**config.mk**
```make
export PLATFORM = sky130hd
export DESIGN_NAME = shadowcast_visibility_octant_flat
export DESIGN_NICKNAME = d
export VERILOG_FILES = /design/src/sv/svo_pkg.sv /design/src/sv/svo_tile_if.sv /design/src/sv/svo_res_if.sv /design/src/sv/shadowcast_visibility_octant.sv /design/src/sv/svo_front.sv /design/src/sv/svo_back.sv /design/src/flat_wrapper.sv
export SDC_FILE = /design/constraint.sdc
export NUM_CORES = 1
export LEC_CHECK = 0
export BUFFER_PORTS_ARGS = -buffer_cell sky130_fd_sc_hd__buf_2
export CORE_UTILIZATION = 60
export CTS_CLUSTER_SIZE = 10
export DETAILED_ROUTE_END_ITERATION = 16
export PLACE_DENSITY = 0.75
export SLEW_MARGIN = 20
export SYNTH_ARGS = -nofsm -noshare
export SYNTH_HDL_FRONTEND = slang
export SYNTH_HIERARCHICAL = 1
export SYNTH_SLANG_ARGS = --single-unit
```
**constraint.sdc**
```tcl
create_clock -name clk -period 10.95 [get_ports clk]
set_input_delay 2.7375 -clock clk [delete_from_list [all_inputs] [get_ports clk]]
set_output_delay 2.7375 -clock clk [all_outputs]
set_load 0.005 [all_outputs]
```
**src/sv/svo_pkg.sv**
```systemverilog
`timescale 1ns / 1ps
`default_nettype none
// ----------------------------------------------------------------------------
// svo_pkg: shared types for the shadowcast visibility block
// Fraction width, queued tile record, shadow entry, sequencer states and compares.
// ----------------------------------------------------------------------------
package svo_pkg;

  localparam int FW = 5;

  typedef logic [FW-1:0] frac_w_t;

  typedef struct packed {
    frac_w_t lo_n;
    frac_w_t lo_d;
    frac_w_t hi_n;
    frac_w_t hi_d;
  } entry_t;

  typedef struct packed {
    logic              start;
    logic              row_ok;
    logic              on_map;
    logic              blocked;
    entry_t            span;
    logic signed [4:0] off_x;
    logic signed [4:0] off_y;
  } tile_t;

  typedef enum logic [3:0] {
    ST_IDLE,
    ST_SCAN_RD,
    ST_SCAN_CHK,
    ST_DECIDE,
    ST_SHIFT_RD,
    ST_SHIFT_WR,
    ST_INS,
    ST_FULL_RD,
    ST_FULL_CHK,
    ST_DONE
  } state_t;

  function automatic logic frac_le(frac_w_t an, frac_w_t ad, frac_w_t bn, frac_w_t bd);
    logic [2*FW-1:0] l;
    logic [2*FW-1:0] r;
    l = an * bd;
    r = bn * ad;
    return l <= r;
  endfunction

  function automatic logic frac_lt(frac_w_t an, frac_w_t ad, frac_w_t bn, frac_w_t bd);
    logic [2*FW-1:0] l;
    logic [2*FW-1:0] r;
    l = an * bd;
    r = bn * ad;
    return l < r;
  endfunction

endpackage
`default_nettype wire

```
**src/sv/svo_tile_if.sv**
```systemverilog
`timescale 1ns / 1ps
`default_nettype none
// ----------------------------------------------------------------------------
// svo_tile_if: input tile channel
// Valid/ready handshake carrying one scanned tile.
// ----------------------------------------------------------------------------
interface svo_tile_if;
  logic       valid;
  logic       ready;
  logic       start_octant;
  logic [2:0] octant;
  logic [3:0] row;
  logic [3:0] col;
  logic       on_map;
  logic       blocked;

  modport source (output valid, start_octant, octant, row, col, on_map, blocked,
                  input ready);
  modport sink (input valid, start_octant, octant, row, col, on_map, blocked,
                output ready);
endinterface
`default_nettype wire

```
**src/sv/svo_res_if.sv**
```systemverilog
`timescale 1ns / 1ps
`default_nettype none
// ----------------------------------------------------------------------------
// svo_res_if: result channel
// Valid/ready handshake carrying one visibility result.
// ----------------------------------------------------------------------------
interface svo_res_if;
  logic              valid;
  logic              ready;
  logic              visible;
  logic signed [4:0] offset_x;
  logic signed [4:0] offset_y;
  logic              fully_shadowed;
  logic              list_overflow;

  modport source (output valid, visible, offset_x, offset_y, fully_shadowed,
                  list_overflow, input ready);
  modport sink (input valid, visible, offset_x, offset_y, fully_shadowed,
                list_overflow, output ready);
endinterface
`default_nettype wire

```
**src/sv/shadowcast_visibility_octant.sv**
```systemverilog
`timescale 1ns / 1ps
`default_nettype none
// ----------------------------------------------------------------------------
// shadowcast_visibility_octant: shadowcasting field of view, one octant
// Tiles enter on tile_in in octant scan order; one result per tile leaves on
// res_out with visibility, transformed offsets, the full-shadow flag and a
// list overflow flag. start_octant on a tile clears the shadow list first.
// The intake classifies tiles into a two-entry queue; the list sequencer
// works on one tile at a time out of a shadow memory with one read and one write port.
// Tiles off the map, out of range or under full shadow skip the list and
// go straight to the result register. Others scan the stored shadows,
// each with a read and a check step, stopping at one that contains the
// tile; then a decision, entry moves on an insert or a double merge, an
// update and a full-shadow check follow.
// Reset empties the list, clears the full-shadow flag and the result valid, and drops queued tiles.
// A stalled receiver holds the result register; the queue keeps taking
// tiles until both slots fill, then tile_in.ready falls.
// ----------------------------------------------------------------------------
module shadowcast_visibility_octant #(
  parameter int MAX_ROW     = 15,
  parameter int MAX_SHADOWS = 16
) (
  input  wire logic  clk,
  input  wire logic  rst,
  svo_tile_if.sink   tile_in,
  svo_res_if.source  res_out
);
  import svo_pkg::*;

  tile_t q_data;
  logic  q_valid;
  logic  q_ready;

  svo_front #(.MAX_ROW(MAX_ROW)) u_front (
    .clk     (clk),
    .rst     (rst),
    .tile_in (tile_in),
    .q_data  (q_data),
    .q_valid (q_valid),
    .q_ready (q_ready)
  );

  svo_back #(.MAX_SHADOWS(MAX_SHADOWS)) u_back (
    .clk     (clk),
    .rst     (rst),
    .q_data  (q_data),
    .q_valid (q_valid),
    .q_ready (q_ready),
    .res_out (res_out)
  );

endmodule
`default_nettype wire

```
**src/sv/svo_front.sv**
```systemverilog
`timescale 1ns / 1ps
`default_nettype none
// ----------------------------------------------------------------------------
// svo_front: tile intake
// Classifies each tile, forms its slope span and offsets, and queues it.
// ----------------------------------------------------------------------------
module svo_front #(
  parameter int MAX_ROW = 15
) (
  input  wire logic           clk,
  input  wire logic           rst,
  svo_tile_if.sink            tile_in,
  output svo_pkg::tile_t      q_data,
  output logic                q_valid,
  input  wire logic           q_ready
);
  import svo_pkg::*;

  tile_t       slot [2];
  logic        wr_ptr;
  logic        rd_ptr;
  logic [1:0]  fill;
  tile_t       t;
  logic        push;
  logic        pop;
  logic signed [4:0] sc;
  logic signed [4:0] sr;

  assign tile_in.ready = (fill != 2'd2);
  assign push = tile_in.valid && tile_in.ready;
  assign q_valid = (fill != 2'd0);
  assign pop = q_valid && q_ready;
  assign q_data = slot[rd_ptr];

  always_comb begin
    sc = signed'({1'b0, tile_in.col});
    sr = signed'({1'b0, tile_in.row});
    t.start   = tile_in.start_octant;
    t.row_ok  = (tile_in.row != 4'd0) && ({1'b0, tile_in.row} <= 5'(MAX_ROW));
    t.on_map  = tile_in.on_map;
    t.blocked = tile_in.blocked;
    t.span.lo_n = {1'b0, tile_in.col};
    t.span.lo_d = {1'b0, tile_in.row} + 5'd2;
    t.span.hi_n = {1'b0, tile_in.col} + 5'd1;
    t.span.hi_d = {1'b0, tile_in.row} + 5'd1;
    case (tile_in.octant)
      3'd0: begin t.off_x = sc;  t.off_y = -sr; end
      3'd1: begin t.off_x = sr;  t.off_y = -sc; end
      3'd2: begin t.off_x = sr;  t.off_y = sc;  end
      3'd3: begin t.off_x = sc;  t.off_y = sr;  end
      3'd4: begin t.off_x = -sc; t.off_y = sr;  end
      3'd5: begin t.off_x = -sr; t.off_y = sc;  end
      3'd6: begin t.off_x = -sr; t.off_y = -sc; end
      default: begin t.off_x = -sc; t.off_y = -sr; end
    endcase
  end

  always_ff @(posedge clk) begin
    if (push) begin
      slot[wr_ptr] <= t;
    end
    if (rst) begin
      wr_ptr <= 1'b0;
      rd_ptr <= 1'b0;
      fill   <= 2'd0;
    end else begin
      if (push) wr_ptr <= ~wr_ptr;
      if (pop) rd_ptr <= ~rd_ptr;
      fill <= fill + {1'b0, push} - {1'b0, pop};
    end
  end

endmodule
`default_nettype wire

```
**src/sv/svo_back.sv**
```systemverilog
`timescale 1ns / 1ps
`default_nettype none
// ----------------------------------------------------------------------------
// svo_back: shadow list sequencer
// Scans the stored shadows, merges or inserts new ones, and drives results.
// ----------------------------------------------------------------------------
module svo_back #(
  parameter int MAX_SHADOWS = 16
) (
  input  wire logic           clk,
  input  wire logic           rst,
  input  wire svo_pkg::tile_t q_data,
  input  wire logic           q_valid,
  output logic                q_ready,
  svo_res_if.source           res_out
);
  import svo_pkg::*;

  localparam int AW = (MAX_SHADOWS > 1) ? $clog2(MAX_SHADOWS) : 1;
  localparam int CW = $clog2(MAX_SHADOWS + 1);

  entry_t          mem [MAX_SHADOWS];
  entry_t          rdata;
  logic [AW-1:0]   raddr;
  logic [AW-1:0]   waddr;
  entry_t          wdata;
  logic            we;

  state_t          state;
  state_t          state_next;
  tile_t           cur;
  logic [CW-1:0]   cnt;
  logic            full;
  logic [CW-1:0]   i;
  logic [CW-1:0]   idx;
  logic            found;
  logic            dn;
  entry_t          prev_e;
  entry_t          next_e;
  logic            vis;
  logic            ovf;
  logic            res_valid;

  logic            take;
  logic            scan_need;
  logic [CW-1:0]   cnt_eff;
  logic            contain;
  logic            at_lo;
  logic [CW-1:0]   idx_eff;
  logic            has_prev;
  logic            has_next;
  logic            res_load;

  assign take     = (state == ST_IDLE) && q_valid;
  assign cnt_eff  = q_data.start ? '0 : cnt;
  assign scan_need = q_data.row_ok && q_data.on_map && !(q_data.start ? 1'b0 : full);
  assign contain  = frac_le(rdata.lo_n, rdata.lo_d, cur.span.lo_n, cur.span.lo_d) &&
                    frac_le(cur.span.hi_n, cur.span.hi_d, rdata.hi_n, rdata.hi_d);
  assign at_lo    = frac_le(cur.span.lo_n, cur.span.lo_d, rdata.lo_n, rdata.lo_d);
  assign idx_eff  = found ? idx : cnt;
  assign has_prev = (idx_eff != '0) &&
                    frac_lt(cur.span.lo_n, cur.span.lo_d, prev_e.hi_n, prev_e.hi_d);
  assign has_next = found &&
                    frac_lt(next_e.lo_n, next_e.lo_d, cur.span.hi_n, cur.span.hi_d);
  assign res_load = (state == ST_DONE) && (!res_valid || res_out.ready);

  always_comb begin
    state_next = state;
    case (state)
      ST_IDLE: begin
        if (q_valid) begin
          if (!scan_need) state_next = ST_DONE;
          else if (cnt_eff == '0) state_next = ST_DECIDE;
          else state_next = ST_SCAN_RD;
        end
      end
      ST_SCAN_RD: state_next = ST_SCAN_CHK;
      ST_SCAN_CHK: begin
        if (contain) state_next = ST_DONE;
        else if (i + 1'b1 == cnt) state_next = ST_DECIDE;
        else state_next = ST_SCAN_RD;
      end
      ST_DECIDE: begin
        if (!cur.blocked) state_next = ST_DONE;
        else if (has_prev && has_next) begin
          state_next = (idx + 1'b1 < cnt) ? ST_SHIFT_RD : ST_FULL_RD;
        end else if (has_prev || has_next) state_next = ST_FULL_RD;
        else if (cnt >= CW'(MAX_SHADOWS)) state_next = ST_DONE;
        else state_next = (cnt > idx_eff) ? ST_SHIFT_RD : ST_INS;
      end
      ST_SHIFT_RD: state_next = ST_SHIFT_WR;
      ST_SHIFT_WR: begin
        if (dn) state_next = (i + 1'b1 < cnt) ? ST_SHIFT_RD : ST_FULL_RD;
        else state_next = (i - 1'b1 > idx) ? ST_SHIFT_RD : ST_INS;
      end
      ST_INS:      state_next = ST_FULL_RD;
      ST_FULL_RD:  state_next = ST_FULL_CHK;
      ST_FULL_CHK: state_next = ST_DONE;
      ST_DONE:     state_next = res_load ? ST_IDLE : ST_DONE;
      default:     state_next = ST_IDLE;
    endcase
  end

  always_comb begin
    q_ready = (state == ST_IDLE);
    raddr   = i[AW-1:0];
    we      = 1'b0;
    waddr   = i[AW-1:0];
    wdata   = rdata;
    case (state)
      ST_SCAN_RD: raddr = i[AW-1:0];
      ST_DECIDE: begin
        if (cur.blocked && (has_prev || has_next)) begin
          we = 1'b1;
          if (has_prev && has_next) begin
            waddr = AW'(idx_eff - 1'b1);
            wdata = '{prev_e.lo_n, prev_e.lo_d, next_e.hi_n, next_e.hi_d};
          end else if (has_next) begin
            waddr = idx_eff[AW-1:0];
            wdata = '{cur.span.lo_n, cur.span.lo_d, next_e.hi_n, next_e.hi_d};
          end else begin
            waddr = AW'(idx_eff - 1'b1);
            wdata = '{prev_e.lo_n, prev_e.lo_d, cur.span.hi_n, cur.span.hi_d};
          end
        end
      end
      ST_SHIFT_RD: raddr = dn ? AW'(i + 1'b1) : AW'(i - 1'b1);
      ST_SHIFT_WR: begin
        we    = 1'b1;
        waddr = i[AW-1:0];
        wdata = rdata;
      end
      ST_INS: begin
        we    = 1'b1;
        waddr = idx[AW-1:0];
        wdata = cur.span;
      end
      ST_FULL_RD: raddr = '0;
      default: ;
    endcase
  end

  always_ff @(posedge clk) begin
    if (we) mem[waddr] <= wdata;
    rdata <= mem[raddr];
  end

  always_ff @(posedge clk) begin
    if (take) begin
      cur   <= q_data;
      i     <= '0;
      found <= 1'b0;
      vis   <= 1'b0;
      ovf   <= 1'b0;
    end
    if (state == ST_SCAN_CHK) begin
      if (!found && at_lo) begin
        found  <= 1'b1;
        idx    <= i;
        next_e <= rdata;
      end else if (!found) begin
        prev_e <= rdata;
      end
      i <= i + 1'b1;
    end
    if (state == ST_DECIDE) begin
      vis <= 1'b1;
      idx <= idx_eff;
      if (has_prev && has_next) begin
        dn <= 1'b1;
        i  <= idx_eff;
      end else if (!has_prev && !has_next) begin
        dn <= 1'b0;
        i  <= cnt;
        if (cur.blocked && cnt >= CW'(MAX_SHADOWS)) ovf <= 1'b1;
      end
    end
    if (state == ST_SHIFT_WR) begin
      i <= dn ? i + 1'b1 : i - 1'b1;
    end
    if (res_load) begin
      res_out.visible        <= vis;
      res_out.offset_x       <= cur.off_x;
      res_out.offset_y       <= cur.off_y;
      res_out.fully_shadowed <= full;
      res_out.list_overflow  <= ovf;
    end
    if (rst) begin
      state     <= ST_IDLE;
      cnt       <= '0;
      full      <= 1'b0;
      res_valid <= 1'b0;
    end else begin
      state <= state_next;
      if (take && q_data.start) begin
        cnt  <= '0;
        full <= 1'b0;
      end
      if (state == ST_DECIDE && cur.blocked) begin
        if (has_prev && has_next) cnt <= cnt - 1'b1;
        else if (!has_prev && !has_next && cnt < CW'(MAX_SHADOWS)) cnt <= cnt + 1'b1;
      end
      if (state == ST_FULL_CHK) begin
        full <= (cnt == CW'(1)) && (rdata.lo_n == '0) && (rdata.hi_n == rdata.hi_d);
      end
      if (res_load) res_valid <= 1'b1;
      else if (res_out.ready) res_valid <= 1'b0;
    end
  end

  assign res_out.valid = res_valid;

endmodule
`default_nettype wire

```
**src/flat_wrapper.sv**
```systemverilog
// flat-port wrapper written by rule: the top's interface ports become plain ports
module shadowcast_visibility_octant_flat import svo_pkg::*;
#(
  parameter int MAX_ROW     = 15,
  parameter int MAX_SHADOWS = 16
)
  (clk, rst, tile_in_valid, tile_in_start_octant, tile_in_octant, tile_in_row, tile_in_col, tile_in_on_map, tile_in_blocked, tile_in_ready, res_out_valid, res_out_visible, res_out_offset_x, res_out_offset_y, res_out_fully_shadowed, res_out_list_overflow, res_out_ready);
  svo_tile_if tile_in_i ();
  svo_res_if res_out_i ();
  input  wire logic clk;
  input  wire logic rst;
  input wire logic [$bits(tile_in_i.valid)-1:0] tile_in_valid;
  input wire logic [$bits(tile_in_i.start_octant)-1:0] tile_in_start_octant;
  input wire logic [$bits(tile_in_i.octant)-1:0] tile_in_octant;
  input wire logic [$bits(tile_in_i.row)-1:0] tile_in_row;
  input wire logic [$bits(tile_in_i.col)-1:0] tile_in_col;
  input wire logic [$bits(tile_in_i.on_map)-1:0] tile_in_on_map;
  input wire logic [$bits(tile_in_i.blocked)-1:0] tile_in_blocked;
  output wire logic [$bits(tile_in_i.ready)-1:0] tile_in_ready;
  output wire logic [$bits(res_out_i.valid)-1:0] res_out_valid;
  output wire logic [$bits(res_out_i.visible)-1:0] res_out_visible;
  output wire logic [$bits(res_out_i.offset_x)-1:0] res_out_offset_x;
  output wire logic [$bits(res_out_i.offset_y)-1:0] res_out_offset_y;
  output wire logic [$bits(res_out_i.fully_shadowed)-1:0] res_out_fully_shadowed;
  output wire logic [$bits(res_out_i.list_overflow)-1:0] res_out_list_overflow;
  input wire logic [$bits(res_out_i.ready)-1:0] res_out_ready;
  assign tile_in_i.valid = tile_in_valid;
  assign tile_in_i.start_octant = tile_in_start_octant;
  assign tile_in_i.octant = tile_in_octant;
  assign tile_in_i.row = tile_in_row;
  assign tile_in_i.col = tile_in_col;
  assign tile_in_i.on_map = tile_in_on_map;
  assign tile_in_i.blocked = tile_in_blocked;
  assign tile_in_ready = tile_in_i.ready;
  assign res_out_valid = res_out_i.valid;
  assign res_out_visible = res_out_i.visible;
  assign res_out_offset_x = res_out_i.offset_x;
  assign res_out_offset_y = res_out_i.offset_y;
  assign res_out_fully_shadowed = res_out_i.fully_shadowed;
  assign res_out_list_overflow = res_out_i.list_overflow;
  assign res_out_i.ready = res_out_ready;
  shadowcast_visibility_octant #(.MAX_ROW(MAX_ROW), .MAX_SHADOWS(MAX_SHADOWS)) u_core (.clk(clk), .rst(rst), .tile_in(tile_in_i), .res_out(res_out_i));
endmodule
```
**Word-level counts from Yosys, hierarchy flattened**

Memories as Yosys holds them, arrays and structs flattened. A register that Yosys moved wholly into a read port is not among the register bits.
Cells that the tools add are included.

- Memories: 2
- Bits in writable memories: 386
- Output and inout bits: 15
- Input bits: 18
- Logic and storage cells: 198
- Register bits after elaboration: 113

Memory list:

| memory | words | width | rd ports | clocked after Yosys merged registers in | write ports | RTL line | text |
|---|---|---|---|---|---|---|---|
| u_core.u_back.mem | 16 | 20 | 1 | 1 | 1 | svo_back.sv:22 | `entry_t mem [MAX_SHADOWS];` |
| u_core.u_front.slot | 2 | 33 | 1 | 1 | 1 | svo_front.sv:19 | `tile_t slot [2];` |

- Multiplexer cells: 65
- Magnitude comparators: 11
- Reductions and logical operators: 42
- Add/sub/neg operators: 13
- Multiply operators: 8
- Bitwise operators: 4
- Equality and inequality tests: 20

Operator list:

| kind | number |
|---|---|
| $mul 5x5->10 | 8 |
| $mux 5 | 16 |
| $pmux 10 s7 | 1 |
| $mux 20 | 3 |
| $mux 4 | 12 |
| $pmux 20 s2 | 1 |
| $pmux 4 s10 | 1 |
| $le 10x10->1 | 3 |
| $mux 1 | 21 |
| $lt 10x10->1 | 2 |
| $logic_and 1x1->1 | 18 |
| $eq 4x3->1 const B | 4 |
| $pmux 4 s2 | 2 |
| $add 5x1->5 const B | 3 |
| $mux 2 | 7 |
| $reduce_bool 2->1 | 6 |
| $add 4x1->5 const B | 2 |
| $eq 5x5->1 | 2 |
| $gt 5x5->1 | 2 |
| $logic_not 5->1 | 2 |
| $lt 5x5->1 | 2 |
| $neg 4->5 | 2 |
| $sub 5x1->5 const B | 2 |
| $eq 3x3->1 const B | 3 |
| other kinds (24) | 38 |

**Longest topological paths before layout**

- Depth in word-level cells: 9
- Mapped depth: 29
- Mapped depth without buffers: 27

**Hierarchy**

The synthesis kept the hierarchy.

Modules (own cells, without submodules):

| module | times used | area an instance (um2) | cells each | seq. area each (um2) |
|---|---|---|---|---|
| svo_back | 1 | 25082.8 | 1859 | 13092.6 |
| svo_front | 1 | 3255.6 | 214 | 2082.0 |

**Worst setup path before layout**

OpenSTA, ideal clock, no wires.

- Path kind: reg-to-reg
- Start point: reg u_core/u_back/cur[14] (netlist name)
- End point: mem u_core/u_back/mem[11][0] (netlist name), enable pin
- Required time: 10.528 ns
- Library setup time: 0.422 ns
- Path slack: 3.331 ns
- Cell stages (with the launch flop): 25
- Buffers on the path: 1
- Clock period less this slack: 7.619 ns
- Arrival time: 7.196 ns
- Path through: edfxtp_1 > clkbuf_1 > nand2_1 > fa_1 > fa_1 > fa_1 > inv_1 > ha_1 > a21oi_1 > o21bai_1 > a21oi_1 > o21ai_0 > xnor2_1 > ha_1 > nand4_1 > nand3b_1 > a211oi_2 > nand2_2 > ha_1 > nor4bb_1 > o21ai_1 > a222oi_1 > o311ai_1 > or2_4 > nor3_1

- Cells in the longest elaborated chain, start to end: 9
- Elaborated cells between the ends (all ways): 14
- Classes of those cells: mul: 1; order compare: 1; mux: 8; reduce/logical: 4

Ends and longest elaborated chain:

| what | RTL line | text |
|---|---|---|
| start: declaration | svo_back.sv:31 | `tile_t cur;` |
| start signal: assignment | svo_back.sv:150 | `cur <= q_data;` |
| $mul 5x5->10 * | svo_pkg.sv:54 | `l = an * bd;` |
| $lt 10x10->1 * | svo_pkg.sv:56 | `return l < r;` |
| $logic_and 1x1->1 * | svo_back.sv:63 | `assign has_next = found &&` |
| $logic_or 1x1->1 | svo_back.sv:113 | `if (cur.blocked && (has_prev \|\| has_next)) begin` |
| $logic_and 1x1->1 | svo_back.sv:113 |  |
| $mux 1 | svo_back.sv:113 |  |
| $pmux 1 s2 | svo_back.sv:110 | `case (state)` |
| $mux 1 | svo_back.sv:144 | `if (we) mem[waddr] <= wdata;` |
| $mux 1 (not written as such) | svo_back.sv:144 |  |
| end: declaration | svo_back.sv:22 |  |

Mark *: on every way between the ends. The rest lies on a longest branch, timed or not.

==> results.yml <==
outcome:
  outcome: "complete, no violations"
clock_network:
  cts_tree: "done"
  cts_buffers: 59
  htree_levels: 2
  cts.repair.resized: 0
  clock_path_buffers: 3
  cts.sink_count: 520
  clock_latency_ns: 0.65
  postCtsHoldBufs: 0
  cts_setup_buffers: 0
  cts-root-buf: "clkbuf_16"
  cts.clk_slew.worst_paths_ns: 0.07
logic_synthesis:
  syn-cell-area_um2: 28340
  synth-compound-area-share_pct: 6.053
  netlist-cell-type-count: 86
  synth_top_family_by_area: "adder cells"
  synth_edf_count: 476
  synthAdderAreaFrac_pct: 14.76
  ys_warn_count: 6
  synth.avg_cell_area_um2: 13.67
  synthMuxAreaShare_pct: 10.49
  synth_cells: 2073
  async_reset_ff_share_pct: 0
  synth-main-ff-cell: "edfxtp_1"
  synth_xor_xnor_area_share_pct: 2.473
  ys_ff_latch: 520
  yosysSeqAreaShare_pct: 53.55
  synthSimpleGateAreaFrac_pct: 8.813
  syn_nets: 2382
global_routing:
  grtUsageMet3_pct: 6.320
  grt_max_degree: 80
  top_usage_layer: "met2"
  antenna_found_initial: 1
  grt_overflow: 0
  grt_util_met1_pct: 37.14
  grt_pass1_wl_um: 99020
  grt_pass1_vias: 17360
  met2_usage_pct: 43.81
  grt_use_total_pct: 27.67
detailed_routing:
  postRouteAntennaNets: 0
  postRouteWirelength_um: 63510
  viasPerCell: 6.073
  drtIter0Drc: 1469
  first_pass_iters: 8
  drc: 0
  wire_per_inst_um: 22.89
  num_vias: 16850
final_layout:
  final_cell_mix: "edfxtp_1, ha_1, nand2_1"
  final_cell_count_no_fill: 2775
  layout-drive-gt1-share_pct: 13.71
  finalNetCount: 2426
  final_common_cell: "edfxtp_1"
  finalInstanceArea_um2: 30980
  post-route-util_pct: 66.55
  syn_to_final_growth_pct: 9.325
sta:
  fmax_ghz: 0.1252
  period_share_pct: 72.97
  rsz0062_at_grt: "no"
  tightestPinTransition_ns: 1.031
  setup_viol: 0
  hold_viol: 0
  period_minus_slack_ns: 7.990
  clock_skew_ns: 0.05208
  slew_violations: 0
  finalSetupTns_ns: 0
  slew_headroom_pct: 31.00
critical_path:
  critPathArrivalTime_ns: 8.37
  critPathKind: "flip-flop to flip-flop"
  crit_required_ns: 11.33
  crit_path_max_fanout: 19
  worstSetupEndpointType: "flip-flop"
  worstSetupStartpointType: "flip-flop"
floorplanning:
  die_h_um: 219.3
  rows: 79
  die_x_um: 219.3
  die_area_um2: 48100
  design.core.area_um2: 46560
  initial_utilization_pct: 60.87
  pin_count: 33
hold_path:
  min_path_type: "flip-flop to flip-flop"
placed_design:
  io_buffers: 32
  gp_congestion: 0.9238
  place_hpwl_um: 41500
  dp.cells: 2663
  place_area_um2: 29200
run:
  drv_cap: 0
## cells by family after synthesis
family / Yosys count
simple gates: 477
flops: 520
xor+xnor: 80
mux: 190
compound gates: 262
buf+inv: 252
fa+ha+maj: 291
other cells: 1
## state kept, by name (all words and copies together) (netlist names), 2 cells and up, named ones only
register,flops
u_core/u_back/res_out.offset_y,5
u_core/u_back/cnt,5
u_core/u_back/res_out.offset_x,5
u_core/u_back/idx,5
u_core/u_front/fill,2
u_core/u_back/rdata,20
u_core/u_front/slot,66
u_core/u_back/state,4
u_core/u_back/cur,31
u_core/u_back/next_e,20
u_core/u_back/prev_e,20
u_core/u_back/i,5
u_core/u_back/mem,320
## worst max-delay path, stage by stage (launching register included)
cell and delay (ns):
edfxtp_1 0.54, nand2_1 0.13, fa_1 0.53, fa_1 0.52, fa_1 0.55, inv_1 0.04, ha_1 0.32, a21oi_1 0.21
o21bai_1 0.08, a21oi_1 0.21, o21ai_0 0.15, xnor2_1 0.14, ha_1 0.36, nand4_1 0.10, nand3b_1 0.12, a211oi_2 0.42
nand2_2 0.19, inv_1 0.19, ha_1 0.60, inv_1 0.42, a21oi_1 0.89, a22oi_1 0.42, nand2_1 0.54
## layer usage
layer  share of wire, %  vias to the layer above
met5                  0                        -
met4                3.4                        0
met3                8.5                      126
met2                 47                      629
met1                 41                     8406
li1                   -                     7692
## final timing paths
| check | start | end | slack, ns | cells after the start |
|---|---|---|---|---|
| max | u_core/u_back/cur[14]$_DFFE_PP_ | u_core/u_back/mem[14][3]$_DFFE_PP_ | 2.96 | 22 |
| min | u_core/u_back/cur[6]$_DFFE_PP_ | u_core/u_back/res_out.offset_x[1]$_DFFE_PP_ | 0.39 | 0 |
| max reg2reg | u_core/u_back/cur[14]$_DFFE_PP_ | u_core/u_back/mem[14][3]$_DFFE_PP_ | 2.96 | 22 |
| min reg2reg | u_core/u_back/cur[6]$_DFFE_PP_ | u_core/u_back/res_out.offset_x[1]$_DFFE_PP_ | 0.39 | 0 |
## metrics by stage
step | hold slack [ns] | setup slack (ns)
2_1_floorplan | 0.4003 | 3.331
3_3_place_gp | 0.4007 | 3.185
3_5_place_dp | 0.4045 | 3.138
4_1_cts | 0.3955 | 3.060
5_1_grt | 0.4045 | 2.367
6_report | 0.3853 | 2.960
## cell usage after synthesis (28+ instances only)
cell	count	area [um^2]
a21oi_1	86	430.4
and2_1	124	775.7
clkbuf_1	47	176.4
dfxtp_1	44	880.8
edfxtp_1	476	14290
fa_1	72	1441
ha_1	219	2740
inv_1	171	641.9
mux2_2	35	394.1
mux2i_1	73	730.7
mux4_2	81	1824
nand2_1	180	675.7
nor2_1	41	153.9
o21ai_0	38	190.2
xnor2_1	52	455.4
xor2_1	28	245.2
## final cells by class
type                       instances  area [um^2]
sequential                       520        15170
inverter                         171        641.9
multi-input combinational       1301        12210
tap                              607        759.5
fill                            3294        15570
clock inverter                     5        95.09
timing repair buffer              64        419.2
clock buffer                     106         1683
antenna                            1        2.502
Power is left out: the tool's default activity adds up to more than one toggle a clock period on the data nets, which glitch-free logic cannot reach.
